### config.mk
export PLATFORM = sky130hd
export DESIGN_NAME = uart_baud_divisor_calc_top
export DESIGN_NICKNAME = d
export VERILOG_FILES = /design/src/hdl/ubdc_pkg.sv /design/src/hdl/uart_baud_divisor_calc_top.sv /design/src/hdl/ubdc_div_stage.sv
export SDC_FILE = /design/constraint.sdc
export NUM_CORES = 2
export LEC_CHECK = 0
export CAP_MARGIN = 20
export CORE_MARGIN = 5
export CORE_UTILIZATION = 55
export CTS_CLUSTER_SIZE = 12
export DETAILED_ROUTE_END_ITERATION = 8
export DONT_BUFFER_PORTS = 1
export PLACE_DENSITY = 0.73
export RECOVER_POWER = 100
export SLEW_MARGIN = 20
export SYNTH_ARGS = -nofsm -noshare
export SYNTH_HDL_FRONTEND = slang
export SYNTH_HIERARCHICAL = 1
export SYNTH_SLANG_ARGS = --single-unit
### constraint.sdc
create_clock -name clk_i -period 12.9 [get_ports clk_i]
set_input_delay 0.645 -clock clk_i [delete_from_list [all_inputs] [get_ports clk_i]]
set_output_delay 0.645 -clock clk_i [all_outputs]
set_load 0.1 [all_outputs]
### src/hdl/ubdc_pkg.sv
// Package for the UART baud divisor calculator: payload structs, register
// indexes, status codes, prescaler shift tables and divider constants.
// No dependencies.
package ubdc_pkg;

  // Register indexes of the configuration port
  localparam int unsigned CFG_IDX_W = 3;
  localparam logic [CFG_IDX_W-1:0] REG_CLOCK_SOURCE = 3'd0;
  localparam logic [CFG_IDX_W-1:0] REG_AHB_PRESCALE = 3'd1;
  localparam logic [CFG_IDX_W-1:0] REG_APB1_PRESCALE = 3'd2;
  localparam logic [CFG_IDX_W-1:0] REG_APB2_PRESCALE = 3'd3;
  localparam logic [CFG_IDX_W-1:0] REG_PLL_CLOCK = 3'd4;
  localparam int unsigned CFG_DATA_W = 27;

  // Clock source codes
  localparam logic [1:0] SRC_INTERNAL = 2'd0;
  localparam logic [1:0] SRC_EXTERNAL = 2'd1;
  localparam logic [1:0] SRC_PLL = 2'd2;
  localparam logic [1:0] SRC_INVALID = 2'd3;

  localparam logic [26:0] CLK_INTERNAL_HZ = 27'd16000000;
  localparam logic [26:0] CLK_EXTERNAL_HZ = 27'd8000000;

  // Status codes
  localparam logic [1:0] ST_OK = 2'd0;
  localparam logic [1:0] ST_BAUD_ZERO = 2'd1;
  localparam logic [1:0] ST_BAD_SOURCE = 2'd2;
  localparam logic [1:0] ST_SATURATED = 2'd3;

  // Divider geometry: 32-bit dividend, 26-bit divisor, 20 quotient bits
  localparam int unsigned NUM_W = 32;
  localparam int unsigned DEN_W = 26;
  localparam int unsigned QUO_W = 20;
  localparam int unsigned DIV_STEPS = 5;
  localparam int unsigned DIV_STAGES = QUO_W / DIV_STEPS;

  // q / 100 as (q * MANT_RECIP) >> MANT_SHIFT, exact for q < 2^20
  localparam logic [19:0] MANT_RECIP = 20'd671089;
  localparam int unsigned MANT_SHIFT = 26;
  localparam logic [13:0] MANTISSA_MAX = 14'd4095;

  // v / 100 as (v * FRAC_RECIP) >> FRAC_SHIFT, exact for v < 2048
  localparam logic [10:0] FRAC_RECIP = 11'd1311;
  localparam int unsigned FRAC_SHIFT = 17;

  typedef struct packed {
    logic [23:0] baud_rate;
    logic        oversample_by_8;
    logic        on_fast_bus;
  } in_word_t;

  typedef struct packed {
    logic [15:0] divisor_word;
    logic [11:0] mantissa;
    logic [3:0]  fraction;
    logic [1:0]  status;
  } out_word_t;

  // Side information that rides along with each word through the pipe
  typedef struct packed {
    logic       over8;
    logic [1:0] status;
    logic       ovf;
  } side_t;

  // AHB divisors 2,4,8,16,64,128,256,512 as shift amounts
  function automatic logic [3:0] ahb_shift(input logic [3:0] code);
    logic [3:0] sh;
    unique case (code)
      4'd8:    sh = 4'd1;
      4'd9:    sh = 4'd2;
      4'd10:   sh = 4'd3;
      4'd11:   sh = 4'd4;
      4'd12:   sh = 4'd6;
      4'd13:   sh = 4'd7;
      4'd14:   sh = 4'd8;
      4'd15:   sh = 4'd9;
      default: sh = 4'd0;
    endcase
    return sh;
  endfunction

  // APB divisors 2,4,8,16 as shift amounts
  function automatic logic [2:0] apb_shift(input logic [2:0] code);
    logic [2:0] sh;
    unique case (code)
      3'd4:    sh = 3'd1;
      3'd5:    sh = 3'd2;
      3'd6:    sh = 3'd3;
      3'd7:    sh = 3'd4;
      default: sh = 3'd0;
    endcase
    return sh;
  endfunction

endpackage

### src/hdl/uart_baud_divisor_calc_top.sv
// Top level of the UART baud divisor calculator: config registers, clock
// derivation, divider pipeline and mantissa/fraction split.
// Depends on ubdc_pkg and ubdc_div_stage.
//
//  channel | direction | handshake                 | payload
//  --------+-----------+---------------------------+---------------------------
//  in      | input     | in_valid_i / in_ready_o   | in_data_i  (in_word_t)
//  out     | output    | out_valid_o / out_ready_i | out_data_o (out_word_t)
//  cfg     | input     | cfg_valid_i / cfg_ready_o | cfg_index_i, cfg_data_i
//
// One word enters per cycle unless a stalled output has backed up to the
// input; each result passes through nine register stages: clock select, x25,
// four divider stages of five quotient bits each, mantissa reciprocal
// multiply, remainder, and fraction rounding into the output register.
// Reset clears the valid bits and the config registers; payload holds none.
// Each stage advances when empty or when the stage after it advances, so
// a stalled output lets bubbles close up and nothing is dropped or repeated.
// The config port never stalls.
module uart_baud_divisor_calc_top (
  input  logic                                clk_i,
  input  logic                                rst_ni,
  input  logic                                in_valid_i,
  output logic                                in_ready_o,
  input  ubdc_pkg::in_word_t                  in_data_i,
  output logic                                out_valid_o,
  input  logic                                out_ready_i,
  output ubdc_pkg::out_word_t                 out_data_o,
  input  logic                                cfg_valid_i,
  output logic                                cfg_ready_o,
  input  logic [ubdc_pkg::CFG_IDX_W-1:0]      cfg_index_i,
  input  logic [ubdc_pkg::CFG_DATA_W-1:0]     cfg_data_i
);

  localparam int unsigned NSTG = 9;
  localparam int unsigned DIV_FIRST = 2;

  // ---------------------------------------------------------------------
  // Configuration registers
  // ---------------------------------------------------------------------
  logic [1:0]  clock_source_q;
  logic [3:0]  ahb_code_q;
  logic [2:0]  apb1_code_q;
  logic [2:0]  apb2_code_q;
  logic [26:0] pll_hz_q;

  assign cfg_ready_o = 1'b1;

  always_ff @(posedge clk_i or negedge rst_ni) begin
    if (!rst_ni) begin
      clock_source_q <= ubdc_pkg::SRC_INTERNAL;
      ahb_code_q     <= '0;
      apb1_code_q    <= '0;
      apb2_code_q    <= '0;
      pll_hz_q       <= '0;
    end else if (cfg_valid_i) begin
      unique case (cfg_index_i)
        ubdc_pkg::REG_CLOCK_SOURCE:  clock_source_q <= cfg_data_i[1:0];
        ubdc_pkg::REG_AHB_PRESCALE:  ahb_code_q     <= cfg_data_i[3:0];
        ubdc_pkg::REG_APB1_PRESCALE: apb1_code_q    <= cfg_data_i[2:0];
        ubdc_pkg::REG_APB2_PRESCALE: apb2_code_q    <= cfg_data_i[2:0];
        ubdc_pkg::REG_PLL_CLOCK:     pll_hz_q       <= cfg_data_i;
        default: ;  // writes beyond the register list are dropped
      endcase
    end
  end

  // ---------------------------------------------------------------------
  // Stage control: a stage loads when empty or when its successor moves
  // ---------------------------------------------------------------------
  logic [NSTG-1:0] vld_q;
  logic [NSTG-1:0] vld_d;
  logic [NSTG-1:0] adv;

  always_comb begin
    adv[NSTG-1] = !vld_q[NSTG-1] || out_ready_i;
    for (int i = NSTG - 2; i >= 0; i--) begin
      adv[i] = !vld_q[i] || adv[i+1];
    end
  end

  always_comb begin
    vld_d = vld_q;
    if (adv[0]) vld_d[0] = in_valid_i;
    for (int i = 1; i < NSTG; i++) begin
      if (adv[i]) vld_d[i] = vld_q[i-1];
    end
  end

  always_ff @(posedge clk_i or negedge rst_ni) begin
    if (!rst_ni) begin
      vld_q <= '0;
    end else begin
      vld_q <= vld_d;
    end
  end

  assign in_ready_o  = adv[0];
  assign out_valid_o = vld_q[NSTG-1];

  // ---------------------------------------------------------------------
  // Stage 0: pick the system clock, apply both prescalers as one shift,
  // build the divisor (2*baud or 4*baud) and flag the early errors
  // ---------------------------------------------------------------------
  logic [26:0]                   sysclk;
  logic [3:0]                    pre_shift;
  logic [26:0]                   pclk0_d;
  logic [ubdc_pkg::DEN_W-1:0]    den0_d;
  ubdc_pkg::side_t               side0_d;
  logic [26:0]                   pclk0_q;
  logic [ubdc_pkg::DEN_W-1:0]    den0_q;
  ubdc_pkg::side_t               side0_q;

  always_comb begin
    unique case (clock_source_q)
      ubdc_pkg::SRC_INTERNAL: sysclk = ubdc_pkg::CLK_INTERNAL_HZ;
      ubdc_pkg::SRC_EXTERNAL: sysclk = ubdc_pkg::CLK_EXTERNAL_HZ;
      ubdc_pkg::SRC_PLL:      sysclk = pll_hz_q;
      default:                sysclk = '0;
    endcase
    pre_shift = ubdc_pkg::ahb_shift(ahb_code_q)
              + {1'b0, ubdc_pkg::apb_shift(in_data_i.on_fast_bus ? apb2_code_q
                                                                 : apb1_code_q)};
    pclk0_d = sysclk >> pre_shift;
    den0_d  = in_data_i.oversample_by_8 ? {1'b0, in_data_i.baud_rate, 1'b0}
                                        : {in_data_i.baud_rate, 2'b00};
    side0_d.over8 = in_data_i.oversample_by_8;
    side0_d.ovf   = 1'b0;
    // Zero baud outranks a bad clock source
    priority if (in_data_i.baud_rate == '0) begin
      side0_d.status = ubdc_pkg::ST_BAUD_ZERO;
    end else if (clock_source_q == ubdc_pkg::SRC_INVALID) begin
      side0_d.status = ubdc_pkg::ST_BAD_SOURCE;
    end else begin
      side0_d.status = ubdc_pkg::ST_OK;
    end
  end

  always_ff @(posedge clk_i) begin
    if (adv[0]) begin
      pclk0_q <= pclk0_d;
      den0_q  <= den0_d;
      side0_q <= side0_d;
    end
  end

  // ---------------------------------------------------------------------
  // Stage 1: dividend = 25 * pclk, fits in 32 bits for any 27-bit clock
  // ---------------------------------------------------------------------
  logic [ubdc_pkg::NUM_W-1:0]    num1_d;
  logic [ubdc_pkg::NUM_W-1:0]    num1_q;
  logic [ubdc_pkg::DEN_W-1:0]    den1_q;
  ubdc_pkg::side_t               side1_q;

  assign num1_d = {1'b0, pclk0_q, 4'b0000} + {2'b00, pclk0_q, 3'b000}
                + {5'b00000, pclk0_q};

  always_ff @(posedge clk_i) begin
    if (adv[1]) begin
      num1_q  <= num1_d;
      den1_q  <= den0_q;
      side1_q <= side0_q;
    end
  end

  // ---------------------------------------------------------------------
  // Stages 2..5: restoring divider. A quotient of 2^20 or more is far past
  // mantissa saturation, so only 20 quotient bits are formed and the rest
  // is caught by one compare up front.
  // ---------------------------------------------------------------------
  localparam int unsigned HI_W = ubdc_pkg::NUM_W - ubdc_pkg::QUO_W;

  logic [ubdc_pkg::DEN_W-1:0] div_den [ubdc_pkg::DIV_STAGES+1];
  logic [ubdc_pkg::DEN_W-1:0] div_rem [ubdc_pkg::DIV_STAGES+1];
  logic [ubdc_pkg::QUO_W-1:0] div_num [ubdc_pkg::DIV_STAGES+1];
  logic [ubdc_pkg::QUO_W-1:0] div_quo [ubdc_pkg::DIV_STAGES+1];
  ubdc_pkg::side_t            div_side [ubdc_pkg::DIV_STAGES+1];

  assign div_den[0] = den1_q;
  assign div_rem[0] = {{(ubdc_pkg::DEN_W-HI_W){1'b0}},
                       num1_q[ubdc_pkg::NUM_W-1:ubdc_pkg::QUO_W]};
  assign div_num[0] = num1_q[ubdc_pkg::QUO_W-1:0];
  assign div_quo[0] = '0;
  assign div_side[0] = '{
    over8:  side1_q.over8,
    status: side1_q.status,
    ovf:    ({{ubdc_pkg::DEN_W{1'b0}}, num1_q[ubdc_pkg::NUM_W-1:0]}
             >= {{HI_W{1'b0}}, den1_q, {ubdc_pkg::QUO_W{1'b0}}})
  };

  for (genvar g = 0; g < ubdc_pkg::DIV_STAGES; g++) begin : g_div
    ubdc_div_stage u_stage (
      .clk_i  (clk_i),
      .en_i   (adv[DIV_FIRST+g]),
      .den_i  (div_den[g]),
      .rem_i  (div_rem[g]),
      .num_i  (div_num[g]),
      .quo_i  (div_quo[g]),
      .side_i (div_side[g]),
      .den_o  (div_den[g+1]),
      .rem_o  (div_rem[g+1]),
      .num_o  (div_num[g+1]),
      .quo_o  (div_quo[g+1]),
      .side_o (div_side[g+1])
    );
  end

  // ---------------------------------------------------------------------
  // Stage 6: mantissa = usartdiv / 100 by reciprocal multiply
  // ---------------------------------------------------------------------
  logic [ubdc_pkg::QUO_W-1:0] quo_last;
  logic [39:0]                mant_prod;
  logic [13:0]                mant6_q;
  logic [ubdc_pkg::QUO_W-1:0] quo6_q;
  ubdc_pkg::side_t            side6_q;

  assign quo_last  = div_quo[ubdc_pkg::DIV_STAGES];
  assign mant_prod = quo_last * ubdc_pkg::MANT_RECIP;

  always_ff @(posedge clk_i) begin
    if (adv[6]) begin
      mant6_q <= mant_prod[ubdc_pkg::MANT_SHIFT+13:ubdc_pkg::MANT_SHIFT];
      quo6_q  <= quo_last;
      side6_q <= div_side[ubdc_pkg::DIV_STAGES];
    end
  end

  // ---------------------------------------------------------------------
  // Stage 7: remainder mod 100, saturate the mantissa
  // ---------------------------------------------------------------------
  logic [ubdc_pkg::QUO_W-1:0] rem_full;
  logic                       sat7;
  logic [6:0]                 rem7_q;
  logic [11:0]                mant7_q;
  ubdc_pkg::side_t            side7_d;
  ubdc_pkg::side_t            side7_q;

  always_comb begin
    rem_full = quo6_q - ({{(ubdc_pkg::QUO_W-14){1'b0}}, mant6_q}
                         * ubdc_pkg::QUO_W'(100));
    sat7     = side6_q.ovf || (mant6_q > ubdc_pkg::MANTISSA_MAX);
    side7_d  = side6_q;
    if (side6_q.status == ubdc_pkg::ST_OK && sat7) begin
      side7_d.status = ubdc_pkg::ST_SATURATED;
    end
  end

  always_ff @(posedge clk_i) begin
    if (adv[7]) begin
      rem7_q  <= rem_full[6:0];
      mant7_q <= sat7 ? ubdc_pkg::MANTISSA_MAX[11:0] : mant6_q[11:0];
      side7_q <= side7_d;
    end
  end

  // ---------------------------------------------------------------------
  // Stage 8 (output register): round the fraction, mask it to the mode,
  // zero the fields on errors and pack the divisor word
  // ---------------------------------------------------------------------
  logic [10:0]         frac_num;
  logic [21:0]         frac_prod;
  logic [3:0]          frac_raw;
  ubdc_pkg::out_word_t out_d;
  ubdc_pkg::out_word_t out_q;

  always_comb begin
    frac_num  = side7_q.over8 ? ({1'b0, rem7_q, 3'b000} + 11'd50)
                              : ({rem7_q, 4'b0000} + 11'd50);
    frac_prod = frac_num * ubdc_pkg::FRAC_RECIP;
    frac_raw  = frac_prod[ubdc_pkg::FRAC_SHIFT+3:ubdc_pkg::FRAC_SHIFT];
    out_d.status = side7_q.status;
    unique case (side7_q.status)
      ubdc_pkg::ST_OK: begin
        out_d.mantissa = mant7_q;
        out_d.fraction = side7_q.over8 ? {1'b0, frac_raw[2:0]} : frac_raw;
      end
      ubdc_pkg::ST_SATURATED: begin
        out_d.mantissa = mant7_q;
        out_d.fraction = side7_q.over8 ? 4'h7 : 4'hF;
      end
      default: begin
        out_d.mantissa = '0;
        out_d.fraction = '0;
      end
    endcase
    out_d.divisor_word = {out_d.mantissa, out_d.fraction};
  end

  always_ff @(posedge clk_i) begin
    if (adv[NSTG-1]) begin
      out_q <= out_d;
    end
  end

  assign out_data_o = out_q;

endmodule

### src/hdl/ubdc_div_stage.sv
// One registered stage of the restoring divider: DIV_STEPS quotient bits.
// Depends on ubdc_pkg.
module ubdc_div_stage (
  input  logic                          clk_i,
  input  logic                          en_i,
  input  logic [ubdc_pkg::DEN_W-1:0]    den_i,
  input  logic [ubdc_pkg::DEN_W-1:0]    rem_i,
  input  logic [ubdc_pkg::QUO_W-1:0]    num_i,
  input  logic [ubdc_pkg::QUO_W-1:0]    quo_i,
  input  ubdc_pkg::side_t               side_i,
  output logic [ubdc_pkg::DEN_W-1:0]    den_o,
  output logic [ubdc_pkg::DEN_W-1:0]    rem_o,
  output logic [ubdc_pkg::QUO_W-1:0]    num_o,
  output logic [ubdc_pkg::QUO_W-1:0]    quo_o,
  output ubdc_pkg::side_t               side_o
);

  logic [ubdc_pkg::DEN_W-1:0] rem_d;
  logic [ubdc_pkg::QUO_W-1:0] num_d;
  logic [ubdc_pkg::QUO_W-1:0] quo_d;
  logic [ubdc_pkg::DEN_W:0]   trial;

  // Shift in the next dividend bit, subtract where the divisor fits
  always_comb begin
    rem_d = rem_i;
    num_d = num_i;
    quo_d = quo_i;
    trial = '0;
    for (int i = 0; i < ubdc_pkg::DIV_STEPS; i++) begin
      trial = {rem_d, num_d[ubdc_pkg::QUO_W-1]};
      num_d = {num_d[ubdc_pkg::QUO_W-2:0], 1'b0};
      if (trial >= {1'b0, den_i}) begin
        rem_d = ubdc_pkg::DEN_W'(trial - {1'b0, den_i});
        quo_d = {quo_d[ubdc_pkg::QUO_W-2:0], 1'b1};
      end else begin
        rem_d = trial[ubdc_pkg::DEN_W-1:0];
        quo_d = {quo_d[ubdc_pkg::QUO_W-2:0], 1'b0};
      end
    end
  end

  always_ff @(posedge clk_i) begin
    if (en_i) begin
      den_o  <= den_i;
      rem_o  <= rem_d;
      num_o  <= num_d;
      quo_o  <= quo_d;
      side_o <= side_i;
    end
  end

endmodule

==> flow_summary.toml <==
[status]
outcome = "complete, but fails checks"
failed_checks = "capacitance limit, slew limit, setup timing"

[critical_path]
crit_path_end_kind = "flip-flop"
criticalPathCategory = "reg -> reg"
slowest_delay_ns = 0.59
crit_path_frequent_cell = "buf_4"
arrival_ns = 13.73
crit_slowest_cell = "a41oi_1"
rr_startpoint = "g_div[1].u_stage/den_o[1]$_DFFE_PP_"
critPathMaxFanout = 13
rrSetupSlack_ns = -0.46
reg2reg_depth = 58
critPathRequiredTime_ns = 13.27
worstReg2RegEnd = "g_div[2].u_stage/rem_o[5]$_DFFE_PP_"
worst_setup_path_start_kind = "flip-flop"

[flow_run]
max_cap_viol_count = 9

[die]
dieArea_um2 = 118000
ioPinCount = 98
rows = 122
start_util_pct = 55.3
fp.dieW_um = 344
die_y_um = 344
fp.coreArea_um2 = 111000

[placement]
port_buffers = 0
hpwl_um = 163000
place.gp.congestion = 1.01

[routing]
dr_total_vias = 57445
drc_errors = 0
first_pass_iters = 6
drt_iter0_markers = 4838
wl_per_cell_um = 20.8
routed_wirelength_um = 197000
viasPerCell = 6.05
antenna_left = 0

[timing]
finalCritPeriodShare_pct = 104
setup_violations = 27
max_slew_margin_pct = -175
rsz0062_at_grt = "yes"
final.min_clock_period_ns = 13.36
fin_ws_ns = -0.456
hold_violations = 0
worst-slew-pin-transition_ns = 4.12
fmax_ghz = 0.0749
clock_skew_ns = 0.0719
maxSlewViolCount = 423

[logic_synthesis]
avgSynthCellArea_um2 = 9.00
syn_area_um2 = 61200
ys_warn_count = 6
synth_cells = 6806

[clocking]
clk_pin_slew_ns = 0.06
worstSkewPairLatency_ns = 0.69
clockRootBuffer = "clkbuf_16"
cts_buffers = 56
cts_max_level = 2
cts_tree = "yes"
clockBufferDepth = 3
cts_sinks = 480

[layout]
register_area_um2 = 14200
area_delta_synth_final_pct = 22.0
multi_input_area_um2 = 44900
drive_gt1_share_pct = 21.9
final_util_pct = 67.5
nets = 9091
n_fill_cell = 8716

[grt]
grt_pass1_wl_um = 305000
grt_max_degree = 71
grt_overflow = 0
antenna_found_initial = 3
track_usage_pct = 32.3
grt_pass1_vias = 56615

[hold_path]
hold_path_depth = 0
min_path_type = "in -> reg"
min_to = "side0_q[3]$_DFFE_PP_"
worstHoldStart = "in_data_i[1]"
state kept, by name, summed over array words and instances (netlist names), 3 cells and up:
register / count
num1_q: 32
g_div.u_stage/side_o: 16
mant7_q: 12
rem7_q: 7
g_div.u_stage/num_o: 30
side6_q: 4
out_data_o: 18
vld_q: 9
side0_q: 3
apb2_code_q: 3
g_div.u_stage/rem_o: 78
mant6_q: 14
den1_q: 25
apb1_code_q: 3
quo6_q: 7
pclk0_q: 27
ahb_code_q: 4
pll_hz_q: 27
g_div.u_stage/den_o: 78
den0_q: 25
g_div.u_stage/quo_o: 50
div_side: 3
per-stage QoR:
stage,setup slack [ns],hold WS [ns],instances,TNS [ns],area (um2)
4_1_cts,0.00594,0.0221,9438,0,74100
2_1_floorplan,-0.0411,0.349,6840,-0.358,61800
3_5_place_dp,-0.644,0.351,9321,-21.11,71900
6_report,-0.456,0.0710,9492,-10.78,74700
3_3_place_gp,-0.459,0.351,9321,-15.33,71900
5_1_grt,-0.795,0.0310,9491,-44.32,74700
repair_timing:
action | in CTS | in global routing
setup buffers | 10 | 51
hold buffers | 2 | 0
hold endpoints to repair | 48 | 0
gates resized for setup | 52 | 175
pin swaps | 10 | 55
gates cloned | 1 | 4
endpoints found under the setup margin | 55 | 82
critical path, delay by kind of cell, from the launching register on:
family	cells	cell delay, ns
AOI/OAI and AO/OA	18	4.11
and+or+nand+nor	18	3.87
buffers and inverters	13	2.05
adders and majority gates	5	1.40
muxes	4	1.18
DFF	1	0.43
routing by layer:
layer	part of all wire (%)	GRT usage [%]	up-vias
li1	-	-	27216
met1	41	41.5	27355
met2	46	53.9	2286
met3	6.8	3.98	584
met4	5.9	15.9	4
met5	0.014	0	-
area by class of cell:
class                           instances  area share [%]
Multi-Input combinational cell       5492            60.1
Sequential cell                       480            19.0
Timing Repair Buffer                 1225            12.4
Inverter                              700            3.57
Tap cell                             1488            2.49
Clock buffer                           74            2.10
Clock inverter                         30           0.367
Timing Repair inverter                  2          0.0134
Antenna cell                            1         0.00335
placed cells by master, fill, tap and decap left out, types with 110 or more instances in the layout:
| cell | n |
|---|---|
| xor2_1 | 134 |
| o21a_1 | 110 |
| mux2_2 | 197 |
| nand2_1 | 414 |
| buf_4 | 1133 |
| nor2_1 | 429 |
| xnor2_1 | 307 |
| a21o_1 | 239 |
| fa_1 | 211 |
| nand3_1 | 153 |
| a21oi_1 | 502 |
| nor3_1 | 119 |
| edfxtp_1 | 432 |
| ha_1 | 831 |
| inv_1 | 681 |
| o21ai_0 | 332 |
worst max-delay path by stage:
stage                                         start                                   end  slack, ns  cells after the start
4_1_cts         g_div[1].u_stage/den_o[1]$_DFFE_PP_   g_div[2].u_stage/rem_o[1]$_DFFE_PP_      0.006                     61
6_report        g_div[1].u_stage/den_o[1]$_DFFE_PP_   g_div[2].u_stage/rem_o[5]$_DFFE_PP_      -0.46                     58
3_5_place_dp   g_div[1].u_stage/num_o[19]$_DFFE_PP_  g_div[2].u_stage/rem_o[22]$_DFFE_PP_      -0.64                     57
3_3_place_gp   g_div[1].u_stage/num_o[19]$_DFFE_PP_   g_div[2].u_stage/rem_o[6]$_DFFE_PP_      -0.46                     56
2_1_floorplan                   den1_q[1]$_DFFE_PP_   g_div[0].u_stage/rem_o[3]$_DFFE_PP_      -0.04                     67
5_1_grt         g_div[1].u_stage/den_o[1]$_DFFE_PP_  g_div[2].u_stage/rem_o[21]$_DFFE_PP_      -0.79                     66
Power is left out: the tool's default activity adds up to more than one toggle a clock period on the data nets, which glitch-free logic cannot reach.
